--- config.mk ---
export PLATFORM = sky130hd
export DESIGN_NAME = art_ctrl
export DESIGN_NICKNAME = d
export VERILOG_FILES = /design/src/rtl/art_pkg.sv /design/src/rtl/art_ctrl.sv
export SDC_FILE = /design/constraint.sdc
export NUM_CORES = 2
export LEC_CHECK = 0
export BUFFER_PORTS_ARGS = -buffer_cell sky130_fd_sc_hd__buf_4
export CORE_ASPECT_RATIO = 1.5
export CORE_UTILIZATION = 45
export DETAILED_ROUTE_END_ITERATION = 8
export GPL_TIMING_DRIVEN = 0
export PLACE_DENSITY = 0.65
export SLEW_MARGIN = 20
export SYNTH_ARGS = -nofsm -noshare
export SYNTH_HDL_FRONTEND = slang
export SYNTH_SLANG_ARGS = --single-unit
--- constraint.sdc ---
create_clock -name aclk -period 11.8 [get_ports aclk]
set_input_delay 1.77 -clock aclk [delete_from_list [all_inputs] [get_ports aclk]]
set_output_delay 1.77 -clock aclk [all_outputs]
set_load 0.05 [all_outputs]
--- src/rtl/art_pkg.sv ---
`timescale 1ns / 1ps
`default_nettype none
// ----------------------------------------------------------------------------
// art_pkg: shared types and constants of the address region table
// Entry, request and response layouts, request and status codes, FSM states.
// ----------------------------------------------------------------------------
package art_pkg;

    localparam int ADDR_W  = 48;
    localparam int FLAGS_W = 8;
    localparam int COUNT_W = 7;

    // reset values of the configuration registers
    localparam logic [ADDR_W-1:0]  BASE_RESET  = 48'h0000_0040_0000;
    localparam logic [ADDR_W-1:0]  LIMIT_RESET = 48'h8000_0000_0000;
    localparam logic [FLAGS_W-1:0] FLAGS_RESET = 8'h00;

    // configuration register indexes
    localparam logic [1:0] CFG_REGION_BASE  = 2'd0;
    localparam logic [1:0] CFG_REGION_LIMIT = 2'd1;
    localparam logic [1:0] CFG_BOOT_FLAGS   = 2'd2;

    // request types
    localparam logic [1:0] REQ_ALLOC = 2'd0;
    localparam logic [1:0] REQ_FREE  = 2'd1;
    localparam logic [1:0] REQ_ADD   = 2'd2;

    // response status codes
    localparam logic [1:0] STATUS_OK      = 2'd0;
    localparam logic [1:0] STATUS_INVALID = 2'd1;
    localparam logic [1:0] STATUS_NOGAP   = 2'd2;
    localparam logic [1:0] STATUS_FULL    = 2'd3;

    typedef struct packed {
        logic [ADDR_W-1:0]  start_addr;
        logic [ADDR_W-1:0]  end_addr;
        logic [FLAGS_W-1:0] flags;
    } entry_t;

    typedef struct packed {
        logic [1:0]         req_type;
        logic [ADDR_W-1:0]  range_start;
        logic [ADDR_W-1:0]  range_end;
        logic [ADDR_W-1:0]  alloc_size;
        logic [FLAGS_W-1:0] region_flags;
    } req_t;

    typedef struct packed {
        logic [1:0]         status;
        logic [ADDR_W-1:0]  result_address;
        logic [COUNT_W-1:0] region_count;
    } rsp_t;

    typedef enum logic [2:0] {
        ST_IDLE,
        ST_SCAN,
        ST_SHIFT_UP,
        ST_SHIFT_DN,
        ST_DONE
    } state_t;

    // outcome of one scan step
    typedef enum logic [1:0] {
        ACT_NEXT,
        ACT_FINISH,
        ACT_INSERT,
        ACT_DELETE
    } act_t;

    // boot entry present after reset
    localparam entry_t BOOT_ENTRY = '{start_addr: BASE_RESET, end_addr: BASE_RESET,
                                      flags: FLAGS_RESET};

endpackage
`default_nettype wire

--- src/rtl/art_ctrl.sv ---
`timescale 1ns / 1ps
`default_nettype none
// ----------------------------------------------------------------------------
// art_ctrl: request sequencer of the address region table
// Scans the sorted entries one per cycle, then grows or trims an entry in
// place, or inserts or deletes by shifting entries through the memory.
// ----------------------------------------------------------------------------
module art_ctrl #(
    parameter int MAX_REGIONS = 64
) (
    input  wire                               aclk,
    input  wire                               aresetn,
    input  wire [art_pkg::ADDR_W-1:0]         region_base,
    input  wire [art_pkg::ADDR_W-1:0]         region_limit,
    input  wire                               s_valid,
    output logic                              s_ready,
    input  art_pkg::req_t                     s_data,
    output logic                              m_valid,
    input  wire                               m_ready,
    output art_pkg::rsp_t                     m_data,
    output logic                              mem_wr_en,
    output logic [$clog2(MAX_REGIONS)-1:0]    mem_wr_addr,
    output art_pkg::entry_t                   mem_wr_data,
    output logic [$clog2(MAX_REGIONS)-1:0]    mem_rd_addr,
    input  art_pkg::entry_t                   mem_rd_data
);

    localparam int IDX_W  = $clog2(MAX_REGIONS);
    localparam int CNT_W  = $clog2(MAX_REGIONS + 1);
    localparam int ADDR_W = art_pkg::ADDR_W;

    art_pkg::state_t state_reg, state_next;
    art_pkg::req_t   req_reg, req_next;
    art_pkg::entry_t prev_reg, prev_next;
    art_pkg::entry_t ins_reg, ins_next;
    art_pkg::rsp_t   m_data_reg, m_data_next;
    logic [CNT_W-1:0]  cur_reg, cur_next;
    logic [CNT_W-1:0]  count_reg, count_next;
    logic [CNT_W-1:0]  k_reg, k_next;
    logic [CNT_W-1:0]  pos_reg, pos_next;
    logic [1:0]        status_reg, status_next;
    logic [ADDR_W-1:0] addr_reg, addr_next;
    logic              m_valid_reg, m_valid_next;

    // scan step outcome
    art_pkg::act_t     ev_act;
    logic [1:0]        ev_status;
    logic [ADDR_W-1:0] ev_addr;
    logic              ev_wr;
    logic [IDX_W-1:0]  ev_wr_addr;
    art_pkg::entry_t   ev_wr_entry;
    logic [CNT_W-1:0]  ev_ins_pos;
    art_pkg::entry_t   ev_ins_entry;

    logic accept;
    logic out_free;
    logic full;

    assign accept   = s_valid && s_ready;
    assign out_free = !m_valid_reg || m_ready;
    assign full     = count_reg >= CNT_W'(MAX_REGIONS);
    assign s_ready  = (state_reg == art_pkg::ST_IDLE);
    assign m_valid  = m_valid_reg;
    assign m_data   = m_data_reg;

    // evaluate the gap or entry at the current scan position
    always_comb begin : scan_eval
        logic [ADDR_W:0]   sum;
        logic [ADDR_W-1:0] gs;
        logic [ADDR_W-1:0] ge;
        logic              at_top;
        logic              fit;
        logic              below_ok;
        logic              above_ok;
        logic              bad_range;
        at_top    = (cur_reg == count_reg);
        gs        = (cur_reg == CNT_W'(0)) ? region_base : prev_reg.end_addr;
        ge        = at_top ? region_limit : mem_rd_data.start_addr;
        sum       = {1'b0, gs} + {1'b0, req_reg.alloc_size};
        fit       = !sum[ADDR_W] && (sum[ADDR_W-1:0] < ge) && (gs >= region_base)
                    && (sum[ADDR_W-1:0] < region_limit);
        below_ok  = (cur_reg == CNT_W'(0)) || (prev_reg.end_addr <= req_reg.range_start);
        above_ok  = at_top || (mem_rd_data.start_addr >= req_reg.range_end);
        bad_range = req_reg.range_start >= req_reg.range_end;

        ev_act       = art_pkg::ACT_NEXT;
        ev_status    = art_pkg::STATUS_OK;
        ev_addr      = '0;
        ev_wr        = 1'b0;
        ev_wr_addr   = IDX_W'(cur_reg);
        ev_wr_entry  = mem_rd_data;
        ev_ins_pos   = cur_reg;
        ev_ins_entry = '{start_addr: req_reg.range_start, end_addr: req_reg.range_end,
                         flags: req_reg.region_flags};

        unique case (req_reg.req_type)
            art_pkg::REQ_ALLOC: begin
                if (fit) begin
                    if ((cur_reg != CNT_W'(0)) && (prev_reg.flags == req_reg.region_flags)) begin
                        // grow the entry just below the gap
                        ev_act               = art_pkg::ACT_FINISH;
                        ev_wr                = 1'b1;
                        ev_wr_addr           = IDX_W'(cur_reg - CNT_W'(1));
                        ev_wr_entry          = prev_reg;
                        ev_wr_entry.end_addr = sum[ADDR_W-1:0];
                        ev_addr              = gs;
                    end else if (full) begin
                        ev_act    = art_pkg::ACT_FINISH;
                        ev_status = art_pkg::STATUS_FULL;
                    end else begin
                        ev_act       = art_pkg::ACT_INSERT;
                        ev_addr      = gs;
                        ev_ins_entry = '{start_addr: gs, end_addr: sum[ADDR_W-1:0],
                                         flags: req_reg.region_flags};
                    end
                end else if (at_top) begin
                    ev_act    = art_pkg::ACT_FINISH;
                    ev_status = art_pkg::STATUS_NOGAP;
                end
            end
            art_pkg::REQ_FREE: begin
                if (bad_range || at_top) begin
                    ev_act    = art_pkg::ACT_FINISH;
                    ev_status = art_pkg::STATUS_INVALID;
                end else if ((req_reg.range_start >= mem_rd_data.start_addr)
                             && (req_reg.range_end <= mem_rd_data.end_addr)) begin
                    priority if ((req_reg.range_start == mem_rd_data.start_addr)
                                 && (req_reg.range_end == mem_rd_data.end_addr)) begin
                        ev_act = art_pkg::ACT_DELETE;
                    end else if (req_reg.range_start == mem_rd_data.start_addr) begin
                        ev_act                 = art_pkg::ACT_FINISH;
                        ev_wr                  = 1'b1;
                        ev_wr_entry.start_addr = req_reg.range_end;
                    end else if (req_reg.range_end == mem_rd_data.end_addr) begin
                        ev_act               = art_pkg::ACT_FINISH;
                        ev_wr                = 1'b1;
                        ev_wr_entry.end_addr = req_reg.range_start;
                    end else if (full) begin
                        ev_act    = art_pkg::ACT_FINISH;
                        ev_status = art_pkg::STATUS_FULL;
                    end else begin
                        // split: trim this entry now, insert the upper part above it
                        ev_act               = art_pkg::ACT_INSERT;
                        ev_wr                = 1'b1;
                        ev_wr_entry.end_addr = req_reg.range_start;
                        ev_ins_pos           = cur_reg + CNT_W'(1);
                        ev_ins_entry         = '{start_addr: req_reg.range_end,
                                                 end_addr: mem_rd_data.end_addr,
                                                 flags: mem_rd_data.flags};
                    end
                end
            end
            art_pkg::REQ_ADD: begin
                if (bad_range) begin
                    ev_act    = art_pkg::ACT_FINISH;
                    ev_status = art_pkg::STATUS_INVALID;
                end else if (below_ok && above_ok) begin
                    if (full) begin
                        ev_act    = art_pkg::ACT_FINISH;
                        ev_status = art_pkg::STATUS_FULL;
                    end else begin
                        ev_act = art_pkg::ACT_INSERT;
                    end
                end else if (at_top) begin
                    ev_act    = art_pkg::ACT_FINISH;
                    ev_status = art_pkg::STATUS_INVALID;
                end
            end
            default: begin
                ev_act    = art_pkg::ACT_FINISH;
                ev_status = art_pkg::STATUS_INVALID;
            end
        endcase
    end

    // next state
    always_comb begin : fsm_next
        state_next = state_reg;
        unique case (state_reg)
            art_pkg::ST_IDLE: begin
                if (accept) begin
                    state_next = art_pkg::ST_SCAN;
                end
            end
            art_pkg::ST_SCAN: begin
                unique case (ev_act)
                    art_pkg::ACT_NEXT:   state_next = art_pkg::ST_SCAN;
                    art_pkg::ACT_FINISH: state_next = art_pkg::ST_DONE;
                    art_pkg::ACT_INSERT: state_next = art_pkg::ST_SHIFT_UP;
                    art_pkg::ACT_DELETE: state_next = art_pkg::ST_SHIFT_DN;
                    default:             state_next = art_pkg::ST_DONE;
                endcase
            end
            art_pkg::ST_SHIFT_UP: begin
                if (k_reg == pos_reg) begin
                    state_next = art_pkg::ST_DONE;
                end
            end
            art_pkg::ST_SHIFT_DN: begin
                if ((k_reg + CNT_W'(1)) >= count_reg) begin
                    state_next = art_pkg::ST_DONE;
                end
            end
            art_pkg::ST_DONE: begin
                if (out_free) begin
                    state_next = art_pkg::ST_IDLE;
                end
            end
            default: state_next = art_pkg::ST_IDLE;
        endcase
    end

    // datapath and memory control
    always_comb begin : fsm_out
        req_next     = req_reg;
        prev_next    = prev_reg;
        ins_next     = ins_reg;
        cur_next     = cur_reg;
        count_next   = count_reg;
        k_next       = k_reg;
        pos_next     = pos_reg;
        status_next  = status_reg;
        addr_next    = addr_reg;
        m_data_next  = m_data_reg;
        m_valid_next = m_valid_reg && !m_ready;
        mem_wr_en    = 1'b0;
        mem_wr_addr  = IDX_W'(cur_reg);
        mem_wr_data  = mem_rd_data;
        mem_rd_addr  = '0;

        unique case (state_reg)
            art_pkg::ST_IDLE: begin
                // latch the request, read entry 0
                if (accept) begin
                    req_next = s_data;
                    cur_next = '0;
                end
            end
            art_pkg::ST_SCAN: begin
                mem_rd_addr = IDX_W'(cur_reg + CNT_W'(1));
                mem_wr_en   = ev_wr;
                mem_wr_addr = ev_wr_addr;
                mem_wr_data = ev_wr_entry;
                status_next = ev_status;
                addr_next   = ev_addr;
                unique case (ev_act)
                    art_pkg::ACT_NEXT: begin
                        prev_next = mem_rd_data;
                        cur_next  = cur_reg + CNT_W'(1);
                    end
                    art_pkg::ACT_INSERT: begin
                        mem_rd_addr = IDX_W'(count_reg - CNT_W'(1));
                        k_next      = count_reg;
                        pos_next    = ev_ins_pos;
                        ins_next    = ev_ins_entry;
                    end
                    art_pkg::ACT_DELETE: begin
                        mem_rd_addr = IDX_W'(cur_reg + CNT_W'(1));
                        k_next      = cur_reg;
                    end
                    default: begin
                    end
                endcase
            end
            art_pkg::ST_SHIFT_UP: begin
                // move entries up one slot from the top, then drop the new one in
                mem_wr_en   = 1'b1;
                mem_wr_addr = IDX_W'(k_reg);
                if (k_reg == pos_reg) begin
                    mem_wr_data = ins_reg;
                    count_next  = count_reg + CNT_W'(1);
                end else begin
                    mem_wr_data = mem_rd_data;
                    mem_rd_addr = IDX_W'(k_reg - CNT_W'(2));
                    k_next      = k_reg - CNT_W'(1);
                end
            end
            art_pkg::ST_SHIFT_DN: begin
                // move entries down one slot over the deleted one
                if ((k_reg + CNT_W'(1)) >= count_reg) begin
                    count_next = count_reg - CNT_W'(1);
                end else begin
                    mem_wr_en   = 1'b1;
                    mem_wr_addr = IDX_W'(k_reg);
                    mem_wr_data = mem_rd_data;
                    mem_rd_addr = IDX_W'(k_reg + CNT_W'(2));
                    k_next      = k_reg + CNT_W'(1);
                end
            end
            art_pkg::ST_DONE: begin
                // hold the response until the output register is free
                if (out_free) begin
                    m_valid_next = 1'b1;
                    m_data_next  = '{status: status_reg, result_address: addr_reg,
                                     region_count: art_pkg::COUNT_W'(count_reg)};
                end
            end
            default: begin
            end
        endcase
    end

    always_ff @(posedge aclk) begin
        if (!aresetn) begin
            state_reg   <= art_pkg::ST_IDLE;
            count_reg   <= CNT_W'(1);
            m_valid_reg <= 1'b0;
        end else begin
            state_reg   <= state_next;
            count_reg   <= count_next;
            m_valid_reg <= m_valid_next;
        end
    end

    always_ff @(posedge aclk) begin
        req_reg    <= req_next;
        prev_reg   <= prev_next;
        ins_reg    <= ins_next;
        cur_reg    <= cur_next;
        k_reg      <= k_next;
        pos_reg    <= pos_next;
        status_reg <= status_next;
        addr_reg   <= addr_next;
        m_data_reg <= m_data_next;
    end

endmodule
`default_nettype wire

Yosys cells after proc, flatten, opt, wreduce, memory -nomap -nowiden
Index checks and enable logic that the tools add are counted.
Widths: inputs -> output; s select.

storage, ports and cells
  bits in registers = 501
  input bits = 358
  output and inout port bits = 176
  word-level logic and storage cells = 192

cells by class
  add/subtract/negate cells = 9
  order comparisons = 10
  equality and inequality tests = 22
  multiplexer cells = 96
  reduce and logical (&&, ||, !) cells = 33

operators with widths
  kind                 count
  $mux 104             12
  $pmux 104 s2         2
  $mux 48              8
  $mux 96              3
  $ge 48x48->1         4
  $pmux 96 s2          1
  $eq 48x48->1         2
  $le 48x48->1         2
  $lt 48x48->1         2
  $mux 7               13
  $add 48x48->49       1
  $mux 2               21
  $mux 6               7
  $pmux 7 s2           3
  $pmux 6 s3           2
  $add 7x1->7 const B  3
  $pmux 7 s3           1
  $pmux 3 s5           1
  $eq 7x7->1           2
  $sub 7x1->7 const B  2
  $mux 1               12
  $mux 3               4
  $pmux 2 s3           2
  $pmux 3 s4           1
  29 further kinds     59

Depth between registers and ports, before layout
  depth in word-level cells = 12
  gate-level depth with buffers = 38
  depth with buffers taken out = 34

Worst setup path before layout
Ideal clock, no wire load.

  kind = input to register
  from = in region_base[16] in the netlist's numbering
  to = reg ins_reg[0] in the netlist's numbering (enable)
  setup time = 0.483 ns
  arrival time = 9.735 ns
  data required time = 11.317 ns
  path slack = 1.581 ns
  cell stages on the path = 30
  buffers on the path = 3
  cells stage by stage = inv_1 > nor2_1 > a21oi_1 > inv_1 > ha_1 > buf_2 > a21oi_1 > o21bai_1 > a221oi_1 > nand2_1 > o21ai_0 > a21bo_2 > o21ai_0 > a21oi_1 > xor2_1 > inv_1 > ha_1 > a21oi_1 > o21a_1 > a2bb2oi_1 > o311ai_1 > a2111oi_2 > nand4_1 > nor3_4 > nand4_1 > clkbuf_1 > o221ai_1 > ha_1 > clkbuf_1 > and3_1

between the ends
  cells in the longest elaborated chain, start to end = 10
  elaborated cells between the ends (all ways) = 13
  classes of those cells = add/sub: 1; order compare: 3; eq/ne: 1; mux: 3; reduce/logical: 5

RTL lines
  item                                                    line             source
  start: declaration                                      art_ctrl.sv:13   input wire [art_pkg::ADDR_W-1:0] region_base,
  $mux 48                                                 art_ctrl.sv:77   gs = (cur_reg == CNT_W'(0)) ? region_base : prev_reg.end_addr;
  $add 48x48->49                                          art_ctrl.sv:79   sum = {1'b0, gs} + {1'b0, req_reg.alloc_size};
  $lt 48x48->1 / $logic_not 1->1 (equally long branches)  art_ctrl.sv:80   fit = !sum[ADDR_W] && (sum[ADDR_W-1:0] < ge) && (gs >= region_base)
  $logic_and 1x1->1 (2 in series)                         art_ctrl.sv:80
  $logic_and 1x1->1 (*)                                   art_ctrl.sv:81   && (sum[ADDR_W-1:0] < region_limit);
  $mux 2 (*)                                              art_ctrl.sv:98   if (fit) begin
  $pmux 2 s3 (*)                                          art_ctrl.sv:96   unique case (req_reg.req_type)
  $eq 2x2->1 (*)                                          art_ctrl.sv:246  unique case (ev_act)
  $reduce_and 2->1 (no source line) (*)                   --
  end signal: assignment                                  art_ctrl.sv:318  ins_reg <= ins_next;
  end: declaration                                        art_ctrl.sv:35   art_pkg::entry_t ins_reg, ins_next;

Mark *: on every way between the ends. The rest lies on a longest branch, timed or not.
A chain may end at the register's enable or synchronous reset.

==> impl_metrics.py <==
metrics = {
    "run_status": {
        "outcome": "finished, violations left",
        "failed_checks": "negative setup slack",
    },
    "critical_path": {
        "crit_family": "compound AO/OA/AOI/OAI gates",
        "crit_path_start_kind": "flop",
        "required_ns": 10.03,
        "timing_worst_setup_path_type": "reg -> out",
        "timing.critical_path.to_type": "output pin",
        "critical_path_peak_fanout": 10,
        "cp.arrival_ns": 10.03,
        "critical_path.max_stage_delay_ns": 0.79,
        "critical_path_buffer_and_inverter_count": 10,
        "timing.critical_path.slowest_stage_cell": "sky130_fd_sc_hd__a222oi_1",
    },
    "sta": {
        "worst_slew_pin_slew_ns": 1.23,
        "fmax_mhz": 84.7,
        "finalClockSkew_ns": 0.0247,
        "hold_violations": 0,
        "maxSlewHeadroom": 0.182,
        "layout_setup_ws_ns": -0.00447,
        "timing.final.max_slew_violations": 0,
        "period_share": 1.00,
        "hold_slack_ns": 0.418,
        "fin_crit_ns": 11.80,
        "finalSetupTns_ns": -0.00447,
        "report.final.setup_viol": 1,
    },
    "layout": {
        "nets": 5406,
        "areaGrowthSynthToFinish_pct": 21.7,
        "fraction_of_final_layout_cells_with_drive_strength_greater_than_1": 0.178,
        "most_frequent_cells_in_the_layout": "570 x sky130_fd_sc_hd__buf_4, 490 x sky130_fd_sc_hd__edfxtp_1, 449 x sky130_fd_sc_hd__ha_1, 377 x sky130_fd_sc_hd__inv_1, 377 x sky130_fd_sc_hd__nor2_1",
        "finish.instance_area_um2": 46100,
        "largest_register_ff_count": 154,
        "layout.cells.most_common": "sky130_fd_sc_hd__buf_4",
    },
    "power_and_ir_drop": {
        "worst_ir_drop_on_vdd_mv": 0.175,
        "power-per-cell-area_nw_per_um2": 220,
        "p_leak_nw": 19.4,
        "fin_total_pwr_w": 0.0102,
    },
    "clocking": {
        "cts_sinks": 501,
        "cts_buffers": 53,
        "cts.reportedPaths.clkPinSlew_ns": 0.07,
        "cts-htree-levels": 2,
        "clk_root_buffer_cell": "sky130_fd_sc_hd__clkbuf_16",
        "clock_path_buffers": 3,
        "clock_latency_ns": 0.66,
        "tritoncts_clock_tree": "done",
        "cts_hold_buffers": 0,
    },
    "placed_design": {
        "placement.cell_area_um2": 43600,
        "gp_congestion": 1.05,
        "count_of_buffers_from_port_buffering": 533,
        "dp_slack_ns": -2.96,
        "dp_hpwl_um": 140000,
    },
    "global_route": {
        "grt_max_usage_layer": "met2",
        "gr-usage-met1": 0.464,
        "global_route.usage.met3": 0.0655,
        "maximum_number_of_pins_on_one_net_before_global_route_repair": 53,
        "overflow": 0,
        "grt_util_all_layers": 0.404,
        "gr-usage-met2": 0.661,
        "grt_antenna_before_repair": 9,
        "first_pass_grt_wire_length_um": 245000,
        "grt_pass1_vias": 35400,
    },
    "routing": {
        "detailedRoute.firstIterationViolations": 3968,
        "route.detailed.drc": 0,
        "drt-wirelength-per-cell_um": 30.7,
        "viasPerCell": 6.39,
        "drt-pass1-iter-count": 8,
        "ant_nets": 0,
        "num_vias": 36800,
        "routed_wirelength_um": 177000,
    },
    "synthesis": {
        "synth-edff-count": 490,
        "ys_ff_latch": 501,
        "yosys_warnings": 0,
        "mapped_avg_cell_area_um2": 9.53,
        "synth_async_sr_flop_share": 0,
        "yosysSeqAreaShare": 0.394,
        "synth_largest_area_cell": "sky130_fd_sc_hd__edfxtp_1",
        "synth_top_area_share": 0.388,
        "net_count_synth": 4786,
        "synthesis.area_um2": 37900,
        "netlist_top_cells_area": "sky130_fd_sc_hd__edfxtp_1 39%, sky130_fd_sc_hd__ha_1 15%, sky130_fd_sc_hd__a21oi_1 4.5%",
        "synth_cell_type_count": 88,
        "synthCells": 3974,
        "dominantRegCellSynth": "sky130_fd_sc_hd__edfxtp_1",
    },
    "worst_hold_path": {
        "hold_path.class": "reg -> reg",
    },
    "floorplan": {
        "fp-row-count": 130,
        "fp.dieArea_um2": 85400,
        "fp.dieW_um": 239,
        "ios": 534,
        "floorplan.initialDensity": 0.453,
        "die_h_um": 357,
        "core-area_um2": 83600,
    },
    "run": {
        "max-cap-violations": 0,
    },
}
## power by group
part / switching, W / internal, W / total (W) / leakage [nW]
clock network: 0.000802 / 0.00106 / 0.00186 / 0.877
logic: 0.00387 / 0.00184 / 0.00571 / 13.8
registers: 0.000239 / 0.00235 / 0.00259 / 4.63
total: 0.00491 / 0.00524 / 0.0102 / 19.4
## timing repair
item | in CTS | in global routing
endpoints found under the setup margin | 478 | 117
gates resized for setup | 70 | 53
cloned | 0 | 0
buffers inserted | 17 | 6
pin swaps | 15 | 13
## cells by family (layout without fill, tap and decap cells)
group	Yosys count	count (layout)	synth area share
adders and majority gates	454	454	0.150
buffers and inverters	578	1239	0.0619
and+or+nand+nor	991	991	0.121
other	0	6	0
DFF	501	501	0.394
xor gates and xnor gates	102	102	0.0236
AOI/OAI and AO/OA	1185	1185	0.206
muxes	163	163	0.0434
## worst register-to-register path: cells and delay by family (launching register included)
kind,cells,cell delay [ns]
buffers and inverters,10,2.40
flip-flops,1,0.38
XOR/XNOR,1,0.28
AND/OR/NAND/NOR,10,2.94
AO/OA/AOI/OAI,11,2.77
adder cells (fa/ha/maj),4,1.16
## metal layers
layer / vias to the layer above / wire, µm
li1: 16100 / -
met1: 17600 / 63000
met2: 2393 / 81600
met3: 721 / 15400
met4: 6 / 16900
met5: - / 39
## cells in the mapped netlist, types with 9 or more instances
| cell type | n |
|---|---|
| sky130_fd_sc_hd__o22a_1 | 47 |
| sky130_fd_sc_hd__nand2b_1 | 20 |
| sky130_fd_sc_hd__a22oi_1 | 81 |
| sky130_fd_sc_hd__o22ai_1 | 11 |
| sky130_fd_sc_hd__a211oi_1 | 26 |
| sky130_fd_sc_hd__a21o_1 | 81 |
| sky130_fd_sc_hd__a31oi_1 | 29 |
| sky130_fd_sc_hd__a221o_1 | 63 |
| sky130_fd_sc_hd__clkbuf_1 | 125 |
| sky130_fd_sc_hd__nor2b_1 | 17 |
| sky130_fd_sc_hd__o211ai_1 | 19 |
| sky130_fd_sc_hd__mux2i_1 | 153 |
| sky130_fd_sc_hd__edfxtp_1 | 490 |
| sky130_fd_sc_hd__a2bb2oi_1 | 25 |
| sky130_fd_sc_hd__o311ai_0 | 35 |
| sky130_fd_sc_hd__inv_1 | 377 |
| sky130_fd_sc_hd__xnor2_1 | 60 |
| sky130_fd_sc_hd__nor3_1 | 73 |
| sky130_fd_sc_hd__nand4_1 | 99 |
| sky130_fd_sc_hd__nand2_1 | 239 |
| sky130_fd_sc_hd__nor2_1 | 378 |
| sky130_fd_sc_hd__nor4_1 | 26 |
| sky130_fd_sc_hd__o31ai_1 | 9 |
| sky130_fd_sc_hd__o221ai_1 | 11 |
| sky130_fd_sc_hd__buf_4 | 11 |
| sky130_fd_sc_hd__xor2_1 | 42 |
| sky130_fd_sc_hd__buf_2 | 41 |
| sky130_fd_sc_hd__o21ai_1 | 9 |
| sky130_fd_sc_hd__dfxtp_1 | 11 |
| sky130_fd_sc_hd__and3_1 | 39 |
| sky130_fd_sc_hd__o21ai_0 | 249 |
| sky130_fd_sc_hd__a22o_1 | 12 |
| sky130_fd_sc_hd__o21bai_1 | 16 |
| sky130_fd_sc_hd__nand3_1 | 47 |
| sky130_fd_sc_hd__mux2_2 | 9 |
| sky130_fd_sc_hd__o21a_1 | 59 |
| sky130_fd_sc_hd__and2_1 | 14 |
| sky130_fd_sc_hd__or3_1 | 9 |
| sky130_fd_sc_hd__a21oi_1 | 340 |
| sky130_fd_sc_hd__ha_1 | 453 |
| sky130_fd_sc_hd__buf_1 | 15 |
## worst paths after layout
path / slack (ns) / from / end / cells after the start
max: -0.004 / cur_reg[0] / mem_wr_data[25] / 35
min: 0.42 / addr_reg[45] / m_data[52] / 0
max reg2reg: 1.43 / cur_reg[0] / ins_reg[32] / 36
min reg2reg: 0.42 / addr_reg[45] / m_data[52] / 0
## per-stage QoR
stage,cells,util
floorplan,3974,-
global placement,5629,0.518
detailed placement,5641,0.522
CTS,5752,0.549
global route,5760,0.551
finish,5763,0.551
## area by class of cell
| type | count | area [µm²] |
|---|---|---|
| timing repair buffer | 568 | 4430 |
| inverter | 378 | 1420 |
| fill | 7806 | 37500 |
| clock inverter | 34 | 444 |
| multi-input combinational | 2895 | 21100 |
| antenna | 6 | 15.0 |
| clock buffer | 62 | 1380 |
| sequential | 501 | 14900 |
| tap | 1122 | 1400 |
| buffer | 197 | 973 |
(Power assumes the default switching activity.)
